===== config.mk =====
export PLATFORM = sky130hd
export DESIGN_NAME = oba_lane
export DESIGN_NICKNAME = d
export VERILOG_FILES = /design/src/design/oba_pkg.sv /design/src/design/oba_lane.sv
export SDC_FILE = /design/constraint.sdc
export NUM_CORES = 2
export LEC_CHECK = 0
export BUFFER_PORTS_ARGS = -buffer_cell sky130_fd_sc_hd__buf_4
export CORE_ASPECT_RATIO = 1.2
export CORE_MARGIN = 2
export CORE_UTILIZATION = 40
export CTS_BUF_LIST = sky130_fd_sc_hd__clkbuf_2 sky130_fd_sc_hd__clkbuf_4 sky130_fd_sc_hd__clkbuf_8
export CTS_CLUSTER_SIZE = 25
export DETAILED_ROUTE_END_ITERATION = 10
export SLEW_MARGIN = 20
export SYNTH_ARGS = -nofsm -noshare
export SYNTH_HDL_FRONTEND = slang
export SYNTH_SLANG_ARGS = --single-unit

===== constraint.sdc =====
create_clock -name clk -period 14.9 [get_ports clk]
set_input_delay 0.745 -clock clk [delete_from_list [all_inputs] [get_ports clk]]
set_output_delay 0.745 -clock clk [all_outputs]
set_load 0.01 [all_outputs]

===== src/design/oba_pkg.sv =====
`default_nettype none
// ----------------------------------------------------------------------------
// oba_pkg
// Shared constants, types and register codes of the octree block adjacency
// pipeline.
// ----------------------------------------------------------------------------
package oba_pkg;

    localparam int TREE_BITS  = 20;
    localparam int ROOT_BITS  = 10;
    localparam int COORD_W    = TREE_BITS + ROOT_BITS;
    localparam int LEVEL_W    = 5;
    localparam int LM_W       = $clog2(TREE_BITS + 1);
    // A right end can exceed the packed coordinate range by one tree block.
    localparam int LINE_W     = COORD_W + 1;
    // Root index of a right end, which can be one past the largest index.
    localparam int HI_W       = ROOT_BITS + 1;
    localparam int PERIOD_W   = 11;
    localparam int RANK_W     = 2;
    localparam int NUM_AXES   = 3;
    localparam int CFG_INDEX_W = 2;
    localparam int EQ_W       = (PERIOD_W > HI_W) ? PERIOD_W : HI_W;

    // One remainder bit per stage, plus interval, flag and output stages.
    localparam int MOD_STEPS  = HI_W;
    localparam int NUM_STAGES = MOD_STEPS + 3;

    typedef logic [COORD_W-1:0]     coord_t;
    typedef logic [LEVEL_W-1:0]     level_t;
    typedef logic [LM_W-1:0]        lm_t;
    typedef logic [LINE_W-1:0]      line_t;
    typedef logic [ROOT_BITS-1:0]   arr_t;
    typedef logic [HI_W-1:0]        hi_t;
    typedef logic [PERIOD_W-1:0]    period_t;
    typedef logic [EQ_W-1:0]        eq_t;
    typedef logic [RANK_W-1:0]      rank_t;
    typedef logic [CFG_INDEX_W-1:0] cfg_index_t;

    localparam cfg_index_t REG_RANK     = 2'd0;
    localparam cfg_index_t REG_PERIOD_X = 2'd1;
    localparam cfg_index_t REG_PERIOD_Y = 2'd2;
    localparam cfg_index_t REG_PERIOD_Z = 2'd3;

    localparam rank_t RANK_RESET = 2'd3;

    // Load strobes, one per pipeline stage.
    typedef logic [NUM_STAGES-1:0] stage_en_t;

    // Alignment of both blocks to the finer level.
    typedef struct packed {
        lm_t lm;
        lm_t da;
        lm_t db;
    } level_info_t;

    // What one axis found about the pair.
    typedef struct packed {
        logic nest;
        logic apart;
    } lane_res_t;

endpackage
`default_nettype wire


===== src/design/oba_lane.sv =====
`default_nettype none
// ----------------------------------------------------------------------------
// oba_lane
// One axis of the adjacency test: interval alignment, nesting and touching
// checks, and a pipelined remainder for the periodic wrap.
// ----------------------------------------------------------------------------
module oba_lane (
    input  logic                 clk,
    input  oba_pkg::stage_en_t   en,
    input  oba_pkg::level_info_t lvl,
    input  oba_pkg::lm_t         lm_s0,
    input  oba_pkg::coord_t      a_coord,
    input  oba_pkg::coord_t      b_coord,
    input  oba_pkg::period_t     period,
    output oba_pkg::lane_res_t   res
);

    typedef struct packed {
        logic             nest;
        logic             touch;
        logic             eqlo1;
        logic             eqlo2;
        oba_pkg::arr_t    arr1;
        oba_pkg::arr_t    arr2;
        oba_pkg::hi_t     x1;
        oba_pkg::hi_t     x2;
        oba_pkg::period_t rem1;
        oba_pkg::period_t rem2;
    } mod_state_t;

    function automatic oba_pkg::line_t left_at(input oba_pkg::coord_t packed_c,
                                               input oba_pkg::lm_t lm);
        oba_pkg::line_t                   arr_part;
        logic [oba_pkg::TREE_BITS-1:0]    tree_part;
        oba_pkg::lm_t                     down;
        down      = oba_pkg::lm_t'(oba_pkg::TREE_BITS) - lm;
        arr_part  = oba_pkg::line_t'(packed_c[oba_pkg::COORD_W-1:oba_pkg::TREE_BITS]) << lm;
        tree_part = packed_c[oba_pkg::TREE_BITS-1:0] >> down;
        return arr_part + oba_pkg::line_t'(tree_part);
    endfunction

    // One restoring step: bring in the next dividend bit, subtract if it fits.
    function automatic oba_pkg::period_t mod_step(input oba_pkg::period_t rem,
                                                  input logic bit_in,
                                                  input oba_pkg::period_t per);
        logic [oba_pkg::PERIOD_W:0] trial;
        trial = {rem, bit_in};
        if (trial >= {1'b0, per})
        begin
            trial = trial - {1'b0, per};
        end
        return trial[oba_pkg::PERIOD_W-1:0];
    endfunction

    oba_pkg::line_t l1_reg, l2_reg, r1_reg, r2_reg;
    oba_pkg::line_t l1_next, l2_next, r1_next, r2_next;
    oba_pkg::line_t lo_mask;

    mod_state_t stg_reg  [oba_pkg::MOD_STEPS+1];
    mod_state_t stg_next [oba_pkg::MOD_STEPS+1];

    logic wrap1, wrap2, touch_all;

    // Interval ends at the finer level.
    always_comb
    begin
        l1_next = left_at(a_coord, lvl.lm);
        l2_next = left_at(b_coord, lvl.lm);
        r1_next = l1_next + (oba_pkg::line_t'(1) << lvl.da);
        r2_next = l2_next + (oba_pkg::line_t'(1) << lvl.db);
    end

    always_ff @(posedge clk)
    begin
        if (en[0])
        begin
            l1_reg <= l1_next;
            l2_reg <= l2_next;
            r1_reg <= r1_next;
            r2_reg <= r2_next;
        end
    end

    // A wrapped right end is (root part mod period) above the level bits with
    // the level bits unchanged, so the wrap test splits into a root compare
    // after the remainder and a compare of the low bits here.
    always_comb
    begin
        lo_mask = (oba_pkg::line_t'(1) << lm_s0) - oba_pkg::line_t'(1);
        stg_next[0].nest  = ((l1_reg <= l2_reg) && (r2_reg <= r1_reg)) ||
                            ((l2_reg <= l1_reg) && (r1_reg <= r2_reg));
        stg_next[0].touch = (r1_reg == l2_reg) || (l1_reg == r2_reg);
        stg_next[0].eqlo1 = (r1_reg & lo_mask) == (l2_reg & lo_mask);
        stg_next[0].eqlo2 = (l1_reg & lo_mask) == (r2_reg & lo_mask);
        stg_next[0].arr1  = oba_pkg::arr_t'(l1_reg >> lm_s0);
        stg_next[0].arr2  = oba_pkg::arr_t'(l2_reg >> lm_s0);
        stg_next[0].x1    = oba_pkg::hi_t'(r1_reg >> lm_s0);
        stg_next[0].x2    = oba_pkg::hi_t'(r2_reg >> lm_s0);
        stg_next[0].rem1  = '0;
        stg_next[0].rem2  = '0;
    end

    genvar k;
    generate
        for (k = 1; k <= oba_pkg::MOD_STEPS; k++)
        begin : g_mod
            always_comb
            begin
                stg_next[k]      = stg_reg[k-1];
                stg_next[k].rem1 = mod_step(stg_reg[k-1].rem1,
                                            stg_reg[k-1].x1[oba_pkg::HI_W-k], period);
                stg_next[k].rem2 = mod_step(stg_reg[k-1].rem2,
                                            stg_reg[k-1].x2[oba_pkg::HI_W-k], period);
            end
        end

        for (k = 0; k <= oba_pkg::MOD_STEPS; k++)
        begin : g_stg
            always_ff @(posedge clk)
            begin
                if (en[k+1])
                begin
                    stg_reg[k] <= stg_next[k];
                end
            end
        end
    endgenerate

    always_comb
    begin
        wrap1 = stg_reg[oba_pkg::MOD_STEPS].eqlo1 &&
                (oba_pkg::eq_t'(stg_reg[oba_pkg::MOD_STEPS].rem1) ==
                 oba_pkg::eq_t'(stg_reg[oba_pkg::MOD_STEPS].arr2));
        wrap2 = stg_reg[oba_pkg::MOD_STEPS].eqlo2 &&
                (oba_pkg::eq_t'(stg_reg[oba_pkg::MOD_STEPS].arr1) ==
                 oba_pkg::eq_t'(stg_reg[oba_pkg::MOD_STEPS].rem2));
        touch_all = stg_reg[oba_pkg::MOD_STEPS].touch ||
                    ((period != '0) && (wrap1 || wrap2));
        res.nest  = stg_reg[oba_pkg::MOD_STEPS].nest;
        res.apart = !stg_reg[oba_pkg::MOD_STEPS].nest && !touch_all;
    end

endmodule
`default_nettype wire


-- Word-level counts from Yosys, hierarchy flattened
Memory sizes are Yosys's and may differ from the RTL's.
Index checks and enable logic that the tools add are counted.
- register bits after elaboration: 124
- bits in writable memories: 816
- input port bits: 106
- output and inout port bits: 2
- memories: 1
- memories (memory ; depth ; width ; read ports ; clocked after memory_dff ; write ports ; line ; source):
    stg_reg ; 12 ; 68 ; 12 ; 0 ; 12 ; oba_lane.sv:59 ; mod_state_t stg_reg [oba_pkg::MOD_STEPS+1];
- bitwise logic cells: 4
- equality and inequality tests: 6
- add/sub/neg operators: 28
- magnitude comparators: 26
- shifts and indexed selects: 11
- reductions and logical operators: 13
- multiplexer cells: 46
- operator list (kind ; number):
    greater-or-equal comparator 12 x 11 -> 1 bit ; 22
    2-to-1 mux 11 bit ; 22
    subtractor 11 bit ; 22
    AND 31 bit ; 4
    equality test 31 bit ; 4
    less-or-equal comparator 31 bit ; 4
    left shift 1 x 5 -> 31 bit, first input constant ; 3
    adder 31 x 20 -> 31 bit ; 2
    adder 31 bit ; 2
    left shift 10 x 5 -> 31 bit ; 2
    right shift 31 x 5 -> 10 bit ; 2
    right shift 31 x 5 -> 11 bit ; 2
    right shift 20 x 5 -> 20 bit ; 2
    subtractor 31 x 1 -> 31 bit, second input constant ; 1
    2-to-1 mux 1 bit ; 24
    equality test 10 x 11 -> 1 bit ; 1
    equality test 11 x 10 -> 1 bit ; 1
    nonzero test 11 bit ; 1
    logical AND 1 bit ; 6
    subtractor 5 bit, first input constant ; 1
    logical OR 1 bit ; 4
    logical NOT 1 bit ; 2

-- Depth between registers and ports, before layout
An unclocked memory read counts as a cell.
- depth in word-level cells: 8
- mapped depth: 34
- depth with buffers taken out: 30

-- Least setup slack after synthesis
Ideal clock, no wire load.
- path type: input port to flip-flop
- start point: in lvl[10] (netlist name)
- end point: reg r2_reg[29], data pin
- arrival time: 7.001 ns
- buffers on the path: 4
- setup slack: 7.763 ns
- stages: 32
- setup time: 0.135 ns
- cells stage by stage: buf_6 > buf_6 > buf_4 > inv_1 > ha_1 > inv_1 > clkbuf_1 > mux2i_1 > nor2_1 > a311o_1 > o21ai_0 > o22ai_1 > ha_1 > fa_1 > a211oi_1 > o21ai_0 > a2111oi_0 > o41ai_1 > nand4_1 > nand2_1 > a21oi_2 > nor2_1 > xor2_1 > ha_1 > nand2_1 > nand2b_1 > a21oi_1 > o211ai_1 > o211ai_1 > a21oi_1 > or4b_2 > nand3_1
- longest elaborated chain between the ends: 4
- elaborated cells on any way between the ends: 5
- those cells by class: add/sub: 3; shift: 2
- ends and longest elaborated chain (element ; line ; source):
    from (decl) ; oba_lane.sv:10 ; input oba_pkg::level_info_t lvl,
    subtractor 5 bit ; oba_lane.sv:36 ; down = oba_pkg::lm_t'(oba_pkg::TREE_BITS) - lm;
    right shift 20 x 5 -> 20 bit ; oba_lane.sv:38 ; tree_part = packed_c[oba_pkg::TREE_BITS-1:0] >> down;
    adder 31 x 20 -> 31 bit (*) ; oba_lane.sv:39 ; return arr_part + oba_pkg::line_t'(tree_part);
    via l2_next[22] ; oba_lane.sv:56 ; oba_pkg::line_t l1_next, l2_next, r1_next, r2_next;
    adder 31 bit (*) ; oba_lane.sv:70 ; r2_next = l2_next + (oba_pkg::line_t'(1) << lvl.db);
    via r2_next[29] ; oba_lane.sv:56 ;
    to (signal assigned) ; oba_lane.sv:80 ; r2_reg <= r2_next;
    to (decl) ; oba_lane.sv:55 ; oba_pkg::line_t l1_reg, l2_reg, r1_reg, r2_reg;
The timed path passes the listed nets; every way through them passes the cells marked *.
A chain may end at the register's enable or synchronous reset.

-- Worst setup path in the final report
- start point: in lvl[11] (netlist name)
- end point: reg r2_reg[29], data pin
Same word-level chain as after synthesis.

==> flow_metrics.tcl <==
set metrics [dict create \
    synth_fa_ha_area_frac 0.100 \
    cts_root_buffer "clkbuf_8" \
    clock_skew_ns 0.0316 \
    muxShareOfSynthArea 0.104 \
    min_period_ns 8.38 \
    fill_cells 12516 \
    die_width_um 337 \
    worstHoldPathCells 1 \
    drive_above_1_share 0.121 \
    drt_wl_total_mm 150 \
    clkLatencyLatePin_ns 0.82 \
    synth_top_area_frac 0.444 \
    synth-compound-area-share 0.143 \
    drcViolationCount 0 \
    dpl_cell_area_mm2 0.0559 \
    synth_xor_area_frac 0.0413 \
    ctsHoldBuffers 0 \
    cts_sinks 786 \
    yosysTopAreaCell "edfxtp_1" \
    cts_post_setup_buffers_inserted 0 \
    first_pass_iters 5 \
    path_max_fanout 49 \
    hpwl_mm 113 \
    grt_pass1_vias 38791 \
    synth-edff-count 786 \
    cts_tree "built" \
    max_freq_mhz 119 \
    synthTopCellsByArea "edfxtp_1 (44%), ha_1 (9.1%), mux2_2 (3.8%)" \
    cp-start-kind "primary input" \
    yosysSeqAreaShare 0.444 \
    ys.flop_type "edfxtp_1" \
    hold_viol_final 0 \
    max_slew_margin 0.297 \
    required_ns 15.58 \
    leakagePower_uw 0.0229 \
    fp.dieH_um 403 \
    status "finished, final reports clean" \
    post_cts_resized 0 \
    preCtsSetupSlack_ns 5.70 \
    regToRegEndpoint "stg_reg[2][218]" \
    ir_drop_mv 0.0818 \
    cts_buffer_depth 3 \
    numCtsBuffers 119 \
    r2r_slack_ns 11.13 \
    min_path_type "in2reg" \
    max_cap_viol_count 0 \
    syn-cell-area_mm2 0.0531 \
    setup_tns_ns 0 \
    coreArea_mm2 0.132 \
    wl_per_cell_um 21.5 \
    rr_startpoint "stg_reg[2][148]" \
    worst_path_most_repeated_cell "ha_1" \
    yosysUniqueCellTypes 82 \
    rr_worst_depth 11 \
    design_area_mm2 0.0583 \
    grt_setup_unrepaired "no" \
    syn_inst 5020 \
    fin_ws_ns 6.52 \
    holdPathEnd "stg_reg[0][151]" \
    cts.reportedPaths.clkPinSlew_ns 0.06 \
    start_util 0.403 \
    p_per_area_mw_per_mm2 136 \
    ant_nets 0 \
    synth_simple_gate_area_frac 0.132 \
    pin_count 108 \
    rows 146 \
    worstHoldStart "en[3]" \
    async_flop_share 0 \
    area_delta_synth_final_pct 9.77 \
    finalCritPeriodShare 0.562 \
    via_per_inst 5.62 \
    grt_pass1_wl_mm 228 \
    maxSlewViolCount 0 \
    max_stage_delay_ns 0.80 \
    synth_top_family_by_area "compound AO/OA/AOI/OAI gates" \
    antenna_found_initial 4 \
    avgSynthCellArea_um2 10.6 \
    htreeDepth 3 \
    end_kind "flop" \
    nets 5643 \
    tightest_slew_ns 1.05 \
    placement.io_buffers 106 \
    gp_congestion 0.960 \
    syn_nets 5538 \
    setup_viol 0 \
    dieArea_mm2 0.136 \
    drt_iter0_markers 2560 \
    grt_usage 0.220 \
    utilization 0.442 \
    largest_register_ffs 662 \
    ys_seq_elements 786 \
    grt_max_degree 74 \
    critPathSlowestCell "a2111oi_0" \
    worst_ep_arrival_time_ns 9.06 \
    grt-ovfl-total 0 \
    total_power_uw 7920 \
    yosysWarningCount 0 \
    path_class "in2reg" \
    vias 39306 \
]
[metrics by stage]
step           std cells  hold slack [ns]
3_3_place_gp        6780            0.400
2_1_floorplan       5020            0.400
3_5_place_dp        6780            0.405
4_1_cts             6991            0.179
5_1_grt             6992            0.236
6_report            6992            0.268
[area by class of cell]
class,count,area [um2],share of cell area
Clock inverter,51,492,0.00843
Multi-Input combinational cell,3763,27700,0.475
Inverter,290,1090,0.0187
Timing Repair Buffer,165,1240,0.0213
Tap cell,1776,2220,0.0381
Clock buffer,160,1950,0.0335
Sequential cell,786,23600,0.405
Antenna cell,1,2.50,0.0000429
[placed cells by master, fill, tap and decap left out, types with 118 or more instances in the layout]
| master | netlist | layout |
|---|---|---|
| mux2_2 | 177 | 177 |
| a21oi_1 | 307 | 307 |
| xnor2_1 | 141 | 139 |
| mux2i_1 | 192 | 192 |
| clkbuf_8 | 0 | 120 |
| inv_1 | 289 | 286 |
| edfxtp_1 | 786 | 786 |
| ha_1 | 388 | 388 |
| nand2_1 | 395 | 395 |
| a21boi_0 | 118 | 118 |
| buf_4 | 4 | 164 |
| nor2_1 | 447 | 447 |
| o21ai_0 | 318 | 318 |
[worst max-delay path: cells and delay by family]
family	cells	cell delay [ns]
and+or+nand+nor	8	1.34
AOI/OAI and AO/OA	12	3.37
muxes	1	0.32
buffers and inverters	4	1.52
adders and majority gates	4	1.48
xor gates and xnor gates	1	0.25
[worst max-delay path by stage]
stage | end | from | cells after the start | slack, ns
final | r2_reg[29] | lvl[11] | 30 | 6.52
after CTS | r2_reg[29] | lvl[11] | 30 | 6.57
after global routing | r2_reg[29] | lvl[11] | 30 | 5.92
after global placement | r2_reg[29] | lvl[11] | 30 | 5.61
after floorplan | r2_reg[29] | lvl[10] | 32 | 7.76
after detailed placement | r2_reg[29] | lvl[11] | 30 | 5.70
[cells in the mapped netlist, types with 32 or more instances]
cell      number
inv_1        289
o21a_1        34
nor3b_1       42
nand2b_1      75
nand2_1      395
o21ai_0      318
nand4_1       72
a21o_1        62
mux4_2        68
nand3_1       88
xor2_1       107
nor2b_1      115
nor2_1       447
o22ai_1       38
xnor2_1      141
nor3_1        68
a211oi_1      70
a21oi_1      307
ha_1         388
mux2_2       177
buf_2         35
mux2i_1      192
clkbuf_1     107
edfxtp_1     786
and2_1        40
buf_1         32
a21boi_0     118
[cells by family after synthesis]
logic type                 after synthesis
adders and majority gates              412
buffers and inverters                  471
xor gates and xnor gates               249
AOI/OAI and AO/OA                     1196
and+or+nand+nor                       1466
DFF                                    786
muxes                                  440
[power by group]
| part | total (uW) | leakage, uW | switching [uW] | internal [uW] |
|---|---|---|---|---|
| clock | 1830 | 0.00128 | 840 | 994 |
| combinational | 2830 | 0.0139 | 1570 | 1260 |
| sequential | 3250 | 0.00770 | 298 | 2950 |
[routing by layer]
| layer | share of wire | vias up | global-route usage |
|---|---|---|---|
| met4 | 0.064 | 4 | 0.131 |
| met3 | 0.043 | 366 | 0.0296 |
| li1 | - | 19006 | - |
| met5 | 0.00021 | - | 0 |
| met1 | 0.38 | 18816 | 0.245 |
| met2 | 0.51 | 1114 | 0.395 |
(Power assumes the default switching activity.)
