### config.mk
export PLATFORM = sky130hd
export DESIGN_NAME = oba_merge
export DESIGN_NICKNAME = d
export VERILOG_FILES = /design/src/design/oba_pkg.sv /design/src/design/oba_merge.sv
export SDC_FILE = /design/constraint.sdc
export NUM_CORES = 1
export LEC_CHECK = 0
export BUFFER_PORTS_ARGS = -buffer_cell sky130_fd_sc_hd__buf_2
export CORE_AREA = 3 3 40 42
export DETAILED_ROUTE_END_ITERATION = 7
export DIE_AREA = 0 0 43 45
export PLACE_DENSITY = 0.35
export SLEW_MARGIN = 20
export SYNTH_ARGS = -nofsm -noshare
export SYNTH_HDL_FRONTEND = slang
export SYNTH_SLANG_ARGS = --single-unit
### constraint.sdc
create_clock -name clk -period 4.1 [get_ports clk]
set_clock_uncertainty 0.1 [all_clocks]
set_input_delay 0.82 -clock clk [delete_from_list [all_inputs] [get_ports clk]]
set_output_delay 0.82 -clock clk [all_outputs]
set_load 0.01 [all_outputs]
### src/design/oba_pkg.sv
`default_nettype none
// ----------------------------------------------------------------------------
// oba_pkg
// Shared constants, types and register codes of the octree block adjacency
// pipeline.
// ----------------------------------------------------------------------------
package oba_pkg;

    localparam int TREE_BITS  = 20;
    localparam int ROOT_BITS  = 10;
    localparam int COORD_W    = TREE_BITS + ROOT_BITS;
    localparam int LEVEL_W    = 5;
    localparam int LM_W       = $clog2(TREE_BITS + 1);
    // A right end can exceed the packed coordinate range by one tree block.
    localparam int LINE_W     = COORD_W + 1;
    // Root index of a right end, which can be one past the largest index.
    localparam int HI_W       = ROOT_BITS + 1;
    localparam int PERIOD_W   = 11;
    localparam int RANK_W     = 2;
    localparam int NUM_AXES   = 3;
    localparam int CFG_INDEX_W = 2;
    localparam int EQ_W       = (PERIOD_W > HI_W) ? PERIOD_W : HI_W;

    // One remainder bit per stage, plus interval, flag and output stages.
    localparam int MOD_STEPS  = HI_W;
    localparam int NUM_STAGES = MOD_STEPS + 3;

    typedef logic [COORD_W-1:0]     coord_t;
    typedef logic [LEVEL_W-1:0]     level_t;
    typedef logic [LM_W-1:0]        lm_t;
    typedef logic [LINE_W-1:0]      line_t;
    typedef logic [ROOT_BITS-1:0]   arr_t;
    typedef logic [HI_W-1:0]        hi_t;
    typedef logic [PERIOD_W-1:0]    period_t;
    typedef logic [EQ_W-1:0]        eq_t;
    typedef logic [RANK_W-1:0]      rank_t;
    typedef logic [CFG_INDEX_W-1:0] cfg_index_t;

    localparam cfg_index_t REG_RANK     = 2'd0;
    localparam cfg_index_t REG_PERIOD_X = 2'd1;
    localparam cfg_index_t REG_PERIOD_Y = 2'd2;
    localparam cfg_index_t REG_PERIOD_Z = 2'd3;

    localparam rank_t RANK_RESET = 2'd3;

    // Load strobes, one per pipeline stage.
    typedef logic [NUM_STAGES-1:0] stage_en_t;

    // Alignment of both blocks to the finer level.
    typedef struct packed {
        lm_t lm;
        lm_t da;
        lm_t db;
    } level_info_t;

    // What one axis found about the pair.
    typedef struct packed {
        logic nest;
        logic apart;
    } lane_res_t;

endpackage
`default_nettype wire

### src/design/oba_merge.sv
`default_nettype none
// ----------------------------------------------------------------------------
// oba_merge
// Combines the per-axis findings of the active axes into the result and
// holds it in the output register.
// ----------------------------------------------------------------------------
module oba_merge (
    input  logic               clk,
    input  logic               en,
    input  oba_pkg::rank_t     rank,
    input  oba_pkg::lane_res_t lane_res [oba_pkg::NUM_AXES],
    output logic               not_adjacent,
    output logic [1:0]         nested_axes
);

    logic       not_adjacent_reg, not_adjacent_next;
    logic [1:0] nested_axes_reg, nested_axes_next;
    logic [1:0] count;

    always_comb
    begin
        not_adjacent_next = 1'b0;
        count             = 2'd0;
        for (int ax = 0; ax < oba_pkg::NUM_AXES; ax++)
        begin
            if (oba_pkg::rank_t'(ax) < rank)
            begin
                if (lane_res[ax].apart)
                begin
                    not_adjacent_next = 1'b1;
                end
                if (lane_res[ax].nest)
                begin
                    count = count + 2'd1;
                end
            end
        end
        nested_axes_next = not_adjacent_next ? 2'd0 : count;
    end

    always_ff @(posedge clk)
    begin
        if (en)
        begin
            not_adjacent_reg <= not_adjacent_next;
            nested_axes_reg  <= nested_axes_next;
        end
    end

    assign not_adjacent = not_adjacent_reg;
    assign nested_axes  = nested_axes_reg;

endmodule
`default_nettype wire

Word-level counts from Yosys, hierarchy flattened
Cells that the tools add are included.
- bits in registers: 3
- latch bits: 0
- RAM bits: 0
- memory bits (read-only): 0
- output and inout port bits: 3
- word-level logic and storage cells: 19
- memories kept: 0
- add/sub/neg operators: 2
- multiply operators: 0
- div/mod/pow operators: 0
- order comparisons: 3
- eq/ne operators: 0
- shifts and indexed selects: 0
- muxes and demuxes: 12
- bitwise gates (word level): 0
- reductions and logical operators: 0
- operators by type and width (operator ; count):
    $mux W1 ; 8
    $mux W2 ; 4
    $add A2 B1 Y2 const B ; 2
    $lt A1 B2 Y1 const A ; 2
    $lt A2 B2 Y1 const A ; 1

Depth between registers and ports, before layout
Gate-level depths: netlist of run 1.
- word-level depth: 8
- gate-level depth with buffers: 5
- depth with buffers taken out: 5

Worst setup path after synthesis of run 1
Ideal clock, no wire load.
- kind: input -> register
- from: input rank[0]
- to: register nested_axes_reg[1] (netlist: nested_axes[1]), data pin
- arrival time: 1.626 ns
- path slack: 2.115 ns
- cell stages on the path: 5
- path buffers: 0
- cell sequence: o21a_2 > ha_1 > nand3_1 > xor2_1 > nor3b_2
- cells in the longest elaborated chain, start to end: 8
- elaborated cells between the ends (all ways): 15
- RTL lines (item ; line ; source):
    from (decl) ; oba_merge.sv:10 ; input oba_pkg::rank_t rank,
    $lt A1 B2 Y1 ; oba_merge.sv:26 ; if (oba_pkg::rank_t'(ax) < rank)
    $mux W1 ; oba_merge.sv:26 ;
    $add A2 B1 Y2 ; oba_merge.sv:34 ; count = count + 2'd1;
    $mux W2 ; oba_merge.sv:32 ; if (lane_res[ax].nest)
    $mux W2 ; oba_merge.sv:26 ;
    $add A2 B1 Y2 ; oba_merge.sv:34 ;
    $mux W2 ; oba_merge.sv:32 ;
    $mux W2 ; oba_merge.sv:26 ;
    to (signal assigned) ; oba_merge.sv:46 ; nested_axes_reg <= nested_axes_next;
    to (decl) ; oba_merge.sv:17 ; logic [1:0] nested_axes_reg, nested_axes_next;
Several ways; a longest one is shown, not always the timed one.
A chain may end at the register's enable or synchronous reset.

Final worst setup path of run 1
- from: input rank[1]
- to: register nested_axes_reg[1] (netlist: nested_axes[1]), data pin
The elaborated chain is that of the path after synthesis.

==> summary.txt, run 1 <==
Synth
  – Nets in the synthesized netlist: 27
  – Number of synthesized flops with an enable pin: 3
  – Per-instance average area after synthesis: 11.81 µm²
  – Top cell type's share of synthesized area: 47.68%
  – Flops & latches, synth: 3
  – Synthesized netlist cell count: 16
  – Biggest area contributors in the synthesized netlist: sky130_fd_sc_hd__edfxtp_1 48%, sky130_fd_sc_hd__xor2_1 9.3%, sky130_fd_sc_hd__a211oi_2 6.6%
  – Leading cell types by count after synthesis: 3 x sky130_fd_sc_hd__edfxtp_1, 2 x sky130_fd_sc_hd__xor2_1
  – Cell Area, Synth: 188.9 µm²
  – Number of warnings issued by yosys: 0
  – Synth unique cells: 13
  – Commonest register cell after synthesis: sky130_fd_sc_hd__edfxtp_1
  – Fraction of synthesis flops using an asynchronous set or reset pin: 0%
  – Synth area leader: sky130_fd_sc_hd__edfxtp_1
  – Fraction of the yosys area taken by sequential cells: 47.68%
  – Leading cell type by number of instances after synthesis: sky130_fd_sc_hd__edfxtp_1

GRT
  – Total track usage: 5.690%
  – First-pass GRT wire length: 717 µm
  – Via count of the first global-routing pass: 198
  – Initial antenna violation count: 0
  – Overflow after GRT: 0
  – Maximum number of pins on one net before global-route repair: 7

STA
  – Final critical-path required period: 1.930 ns
  – Total Negative Setup Slacks: 0 ns
  – Total setup violations reported at the end of the flow: 0
  – Number of pins with negative max-slew slack in the final report: 0
  – Smallest hold slack: 0.7305 ns
  – Period utilisation layout: 47.06%
  – Peak clock frequency supported by timing: 518.3 MHz
  – Slew HR: 87.13%
  – Tightest Pin Transition: 0.1910 ns
  – Setup repair after global routing missed its margin: false
  – Count of endpoints failing hold in the final timing report: 0

Setup path
  – Type of destination of the critical path: flip-flop
  – Cell chain of the critical path: buf_2, o21a_2, ha_1, nand3_1, xor2_1, nor3b_2
  – Highest net fanout along the worst path: 6
  – Critical Path AT: 1.81 ns
  – Startpoint type of the worst setup path: input pin
  – Crit Path Class: input pin to flip-flop
  – Launch point of the critical path: rank[1]
  – Largest stage delay, worst path: 0.29 ns
  – Slowest cell on the critical path: sky130_fd_sc_hd__ha_1
  – Required arrival time at the worst endpoint: 3.98 ns

Cells and area
  – Post-layout instance count excluding filler cells: 47
  – Max reg flops: 2
  – Layout overhead on the synthesized area: 55.63%
  – Share of cells above drive strength 1: 59.38%
  – Antenna diode count: 0
  – Final #Nets: 44

Route
  – Routed via count divided by cell count: 3.830
  – Post-route DRC: 0
  – Top layer reached by signal wires: met3
  – Number of design-rule violations left by the first detailed-router iteration: 1
  – Amount of wire on met2 after detailed routing: 187 µm
  – Wire length after detailed routing: 424 µm
  – WL per Instance: 9.021 µm
  – First-pass DRT Iterations: 2
  – Met3 wire len: 86 µm
  – DRT met1 WL: 151 µm
  – Antenna-violating nets left: 0
  – Vias after detailed routing: 180

Clocking
  – Total clock buffers created by CTS: 3
  – Cell chosen for the clock root: sky130_fd_sc_hd__clkbuf_4
  – Number of hold buffers added after CTS: 0
  – Clock tree from TritonCTS: yes
  – Total number of clock tree sinks: 3
  – Buffers inserted during post-CTS setup optimization: 0
  – Clock-pin transition on the worst setup and hold timing paths: 0.04 ns
  – Buffer levels on the longest clock path: 2
  – Clock H-tree levels: 1
  – PostCTS Resize Cnt: 0

Placed design
  – Count of buffers from port buffering: 12
  – Routability cong.: 0.6204
  – Post-Place Cells: 43

Run
  – Max-cap violation count: 0

Worst hold path
  – Hold path startpoint: en
  – Worst min-delay path class: input pin to flip-flop

Run status
  – Run status: complete, no violations

Floorplan
  – Die span in x: 43 µm
  – Die footprint: 0.001935 mm²
  – Effective utilization at floorplan: 14.70%
  – Number of cell rows: 13
  – Overall die height: 45 µm
  – Number of top-level pins: 13
  – Standard cell core area: 0.001285 mm²

Power
  – Leakage Power: 0.1297 nW
  – Peak ir drop on the vdd network: 54.10 µV
  – PD cells: 368.4 mW/mm²
stage by stage:
stage | power (mW) | worst slack (ns) | utilization [%] | area [µm²]
3_3_place_gp | 0.05740 | 1.954 | 20.84 | 267.8
4_1_cts | 0.1121 | 2.180 | 22.88 | 294.0
6_report | 0.1083 | 2.170 | 22.88 | 294.0
2_1_floorplan | 0.04880 | 2.115 | - | 188.9
3_5_place_dp | 0.05836 | 1.929 | 20.84 | 267.8
5_1_grt | 0.1179 | 2.103 | 22.88 | 294.0
worst max-delay path, delay by kind of cell:
family / cells / cell delay (ns)
xor+xnor: 1 / 0.18
buf+inv: 1 / 0.13
compound gates: 1 / 0.20
fa+ha+maj: 1 / 0.29
simple gates: 2 / 0.17
layout make-up:
type	instances	area, µm²
Tap cell	15	18.77
Timing Repair Buffer	12	60.06
Inverter	1	3.754
Clock buffer	4	26.28
Fill cell	147	991.0
Sequential cell	3	90.09
Multi-Input combinational cell	12	95.09
metal layers:
metal | vias up | global-route usage (%)
met4 | 0 | 5.422
met3 | 0 | 4.382
li1 | 90 | -
met1 | 77 | 5.379
met2 | 13 | 7.784
met5 | - | 0
final timing paths:
path	to	cells after the start
min	nested_axes[1]	1
max	nested_axes[1]	6
cell families after synthesis:
kind of cell / share of synthesized area, %
buf+inv: 1.985
fa+ha+maj: 6.621
xor+xnor: 9.273
simple gates: 13.24
compound gates: 21.19
flops: 47.68
report_power, final:
group	switching, mW	leakage, nW	internal (mW)	total (mW)
sequential	0.000503	0.0290	0.0372	0.0377
clock	0.0145	0.0150	0.0364	0.0509
combinational	0.0103	0.0857	0.00942	0.0197
cells in the final DEF, fill, tap and decap left out:
| cell type | netlist | layout |
|---|---|---|
| sky130_fd_sc_hd__o21ai_2 | 1 | 1 |
| sky130_fd_sc_hd__nor2_1 | 1 | 1 |
| sky130_fd_sc_hd__clkbuf_4 | 0 | 3 |
| sky130_fd_sc_hd__nand3_1 | 1 | 1 |
| sky130_fd_sc_hd__edfxtp_1 | 3 | 3 |
| sky130_fd_sc_hd__nand2_1 | 1 | 1 |
| sky130_fd_sc_hd__ha_1 | 1 | 1 |
| sky130_fd_sc_hd__inv_1 | 1 | 1 |
| sky130_fd_sc_hd__a21oi_1 | 1 | 1 |
| sky130_fd_sc_hd__nor3b_2 | 1 | 1 |
| sky130_fd_sc_hd__clkbuf_1 | 0 | 1 |
| sky130_fd_sc_hd__buf_2 | 0 | 12 |
| sky130_fd_sc_hd__xor2_1 | 2 | 2 |
| sky130_fd_sc_hd__a211oi_2 | 1 | 1 |
| sky130_fd_sc_hd__o21a_2 | 1 | 1 |
| sky130_fd_sc_hd__o21ai_0 | 1 | 1 |
Power figures use the tool's default switching activity.
==> run 2: changes to the inputs <==
==> constraint.sdc (replaced) <==
create_clock -name clk -period 1.99 [get_ports clk]
set_clock_uncertainty 0.1 [all_clocks]
set_input_delay 0.398 -clock clk [delete_from_list [all_inputs] [get_ports clk]]
set_output_delay 0.398 -clock clk [all_outputs]
set_load 0.01 [all_outputs]
==> run 2 against run 1 <==
Against the previous run: clock power is 110% higher; sequential share of layout area stayed put; worst hold slack worse by 0.42 ns; first-iteration DRC count is 100% lower; critical path type unchanged; largest power group unchanged; highest routed layer unchanged.
==> summary.txt, run 2 (same netlist as run 1, synthesis figures left out) <==
Placed design
  – Pre-CTS setup slack: 0.2356 ns
  – Routability cong.: 0.6191
  – Half-perimeter wire length after placement: 337.4 µm
  – Count of buffers from port buffering: 12

Run status
  – Run status: complete, no violations

STA
  – Count of endpoints failing hold in the final timing report: 0
  – Tightest Pin Transition: 0.1979 ns
  – Total Negative Setup Slacks: 0 ns
  – Peak clock frequency supported by timing: 666.2 MHz
  – Number of pins with negative max-slew slack in the final report: 0
  – Total setup violations reported at the end of the flow: 0
  – Final worst slack: 0.4890 ns
  – Setup repair after global routing missed its margin: false
  – Slew HR: 86.67%
  – Final critical-path required period: 1.501 ns
  – Period utilisation layout: 75.43%

Setup path
  – Launch point of the critical path: rank[1]
  – Startpoint type of the worst setup path: input pin
  – Critical Path AT: 1.38 ns
  – Slowest cell on the critical path: sky130_fd_sc_hd__ha_1
  – Required arrival time at the worst endpoint: 1.87 ns
  – Type of destination of the critical path: flip-flop
  – Crit Path Class: input pin to flip-flop
  – Highest net fanout along the worst path: 6
  – Largest stage delay, worst path: 0.30 ns
  – Cell chain of the critical path: buf_2, o21a_2, ha_1, nand3_1, xor2_1, nor3b_2

Route
  – Antenna-violating nets left: 0
  – Routed via count divided by cell count: 3.745
  – WL per Instance: 8.574 µm
  – Vias after detailed routing: 176
  – Post-route DRC: 0
  – Wire length after detailed routing: 403 µm
  – Number of design-rule violations left by the first detailed-router iteration: 0
  – First-pass DRT Iterations: 1

GRT
  – Via count of the first global-routing pass: 177
  – Total track usage: 5.444%
  – Maximum number of pins on one net before global-route repair: 7
  – Fraction of met2 tracks used by global routing: 5.988%
  – Met1 track demand over resource in global routing: 4.902%
  – M3 GR Usage: 5.179%
  – Initial antenna violation count: 0
  – First-pass GRT wire length: 655 µm
  – Overflow after GRT: 0
  – Most heavily used metal layer in global routing: met4

Power
  – Clock share of power: 47.3%
  – Sw Share: 23.55%
  – PD cells: 761.6 mW/mm²
  – Leakage Power: 0.1297 nW
  – Overall power after layout: 223.9 µW
  – Gate power share: 18.0%
  – Peak ir drop on the vdd network: 157.2 µV
  – Power share of the sequential group: 34.7%
  – Switching pwr: 52.73 µW
  – Internal portion of total power: 171.2 µW

Cells and area
  – Commonest cells after routing, fill and taps aside: 12 x sky130_fd_sc_hd__buf_2, 3 x sky130_fd_sc_hd__clkbuf_4, 3 x sky130_fd_sc_hd__edfxtp_1, 2 x sky130_fd_sc_hd__xor2_1
  – Final #Nets: 44
  – Share of cells above drive strength 1: 59.38%
  – Max reg flops: 2
  – Antenna diode count: 0
  – Most common cell after layout, fill and taps aside: sky130_fd_sc_hd__buf_2
  – Layout overhead on the synthesized area: 55.63%

Clocking
  – Number of hold buffers added after CTS: 0
  – PostCTS Resize Cnt: 0
  – Cell chosen for the clock root: sky130_fd_sc_hd__clkbuf_4
  – Buffers inserted during post-CTS setup optimization: 0
  – Clock-pin transition on the worst setup and hold timing paths: 0.04 ns
  – Total clock buffers created by CTS: 3
  – Clock H-tree levels: 1
  – Total number of clock tree sinks: 3
  – Clock tree from TritonCTS: yes
  – Buffer levels on the longest clock path: 2

Worst hold path
  – Worst min-delay path class: input pin to flip-flop
  – Hold path startpoint: en

Run
  – Max-cap violation count: 0

Floorplan
  – Die footprint: 0.001935 mm²
  – Die span in x: 43 µm
  – Number of top-level pins: 13
  – Number of cell rows: 13
  – Effective utilization at floorplan: 14.70%
  – Standard cell core area: 0.001285 mm²
  – Overall die height: 45 µm
[run 2: cell counts in the layout (fill, tap and decap cells not counted)]
No cell type changed its count.
[run 2: layout make-up]
class                           count  area [µm²]
Multi-Input combinational cell     12       95.09
Clock buffer                        4       26.28
Sequential cell                     3       90.09
Timing Repair Buffer               12       60.06
Fill cell                         148       991.0
Tap cell                           15       18.77
Inverter                            1       3.754
[run 2: layer usage]
layer  vias to the layer above  share of wire [%]  routed length, µm
met5                         -                  0                  0
met4                         0                  0                  0
met3                         0                 19                 75
met2                        13                 42                171
met1                        73                 39                156
li1                         90                  -                  -
[run 2: worst paths after layout]
| check | to | slack [ns] | cells after the start |
|---|---|---|---|
| hold / removal | nested_axes[1] | 0.31 | 1 |
| setup / recovery | nested_axes[1] | 0.49 | 6 |
[run 2: critical path, delay by kind of cell]
kind	cells	cell delay, ns
fa+ha+maj	1	0.30
compound gates	1	0.20
simple gates	2	0.18
xor+xnor	1	0.17
buf+inv	1	0.13
[run 2: stage by stage]
stage | util [%] | instances | instance area, µm² | hold slack (ns)
finish | 22.88 | 47 | 294.0 | 0.3113
global route | 22.88 | 47 | 294.0 | 0.2964
CTS | 22.88 | 47 | 294.0 | 0.3037
detailed placement | 20.84 | 43 | 267.8 | 0.5455
global placement | 20.84 | 43 | 267.8 | 0.5380
floorplan | - | 16 | 188.9 | 0.4105
[run 2: power groups by stage]
stage                     clock network [mW]  registers, mW  logic (mW)
after floorplan                            0         0.0822      0.0183
after global placement                     0         0.0784      0.0401
after detailed placement                   0         0.0786      0.0409
after CTS                              0.110         0.0777      0.0412
final                                  0.106         0.0776      0.0404
after global routing                   0.121         0.0781      0.0445
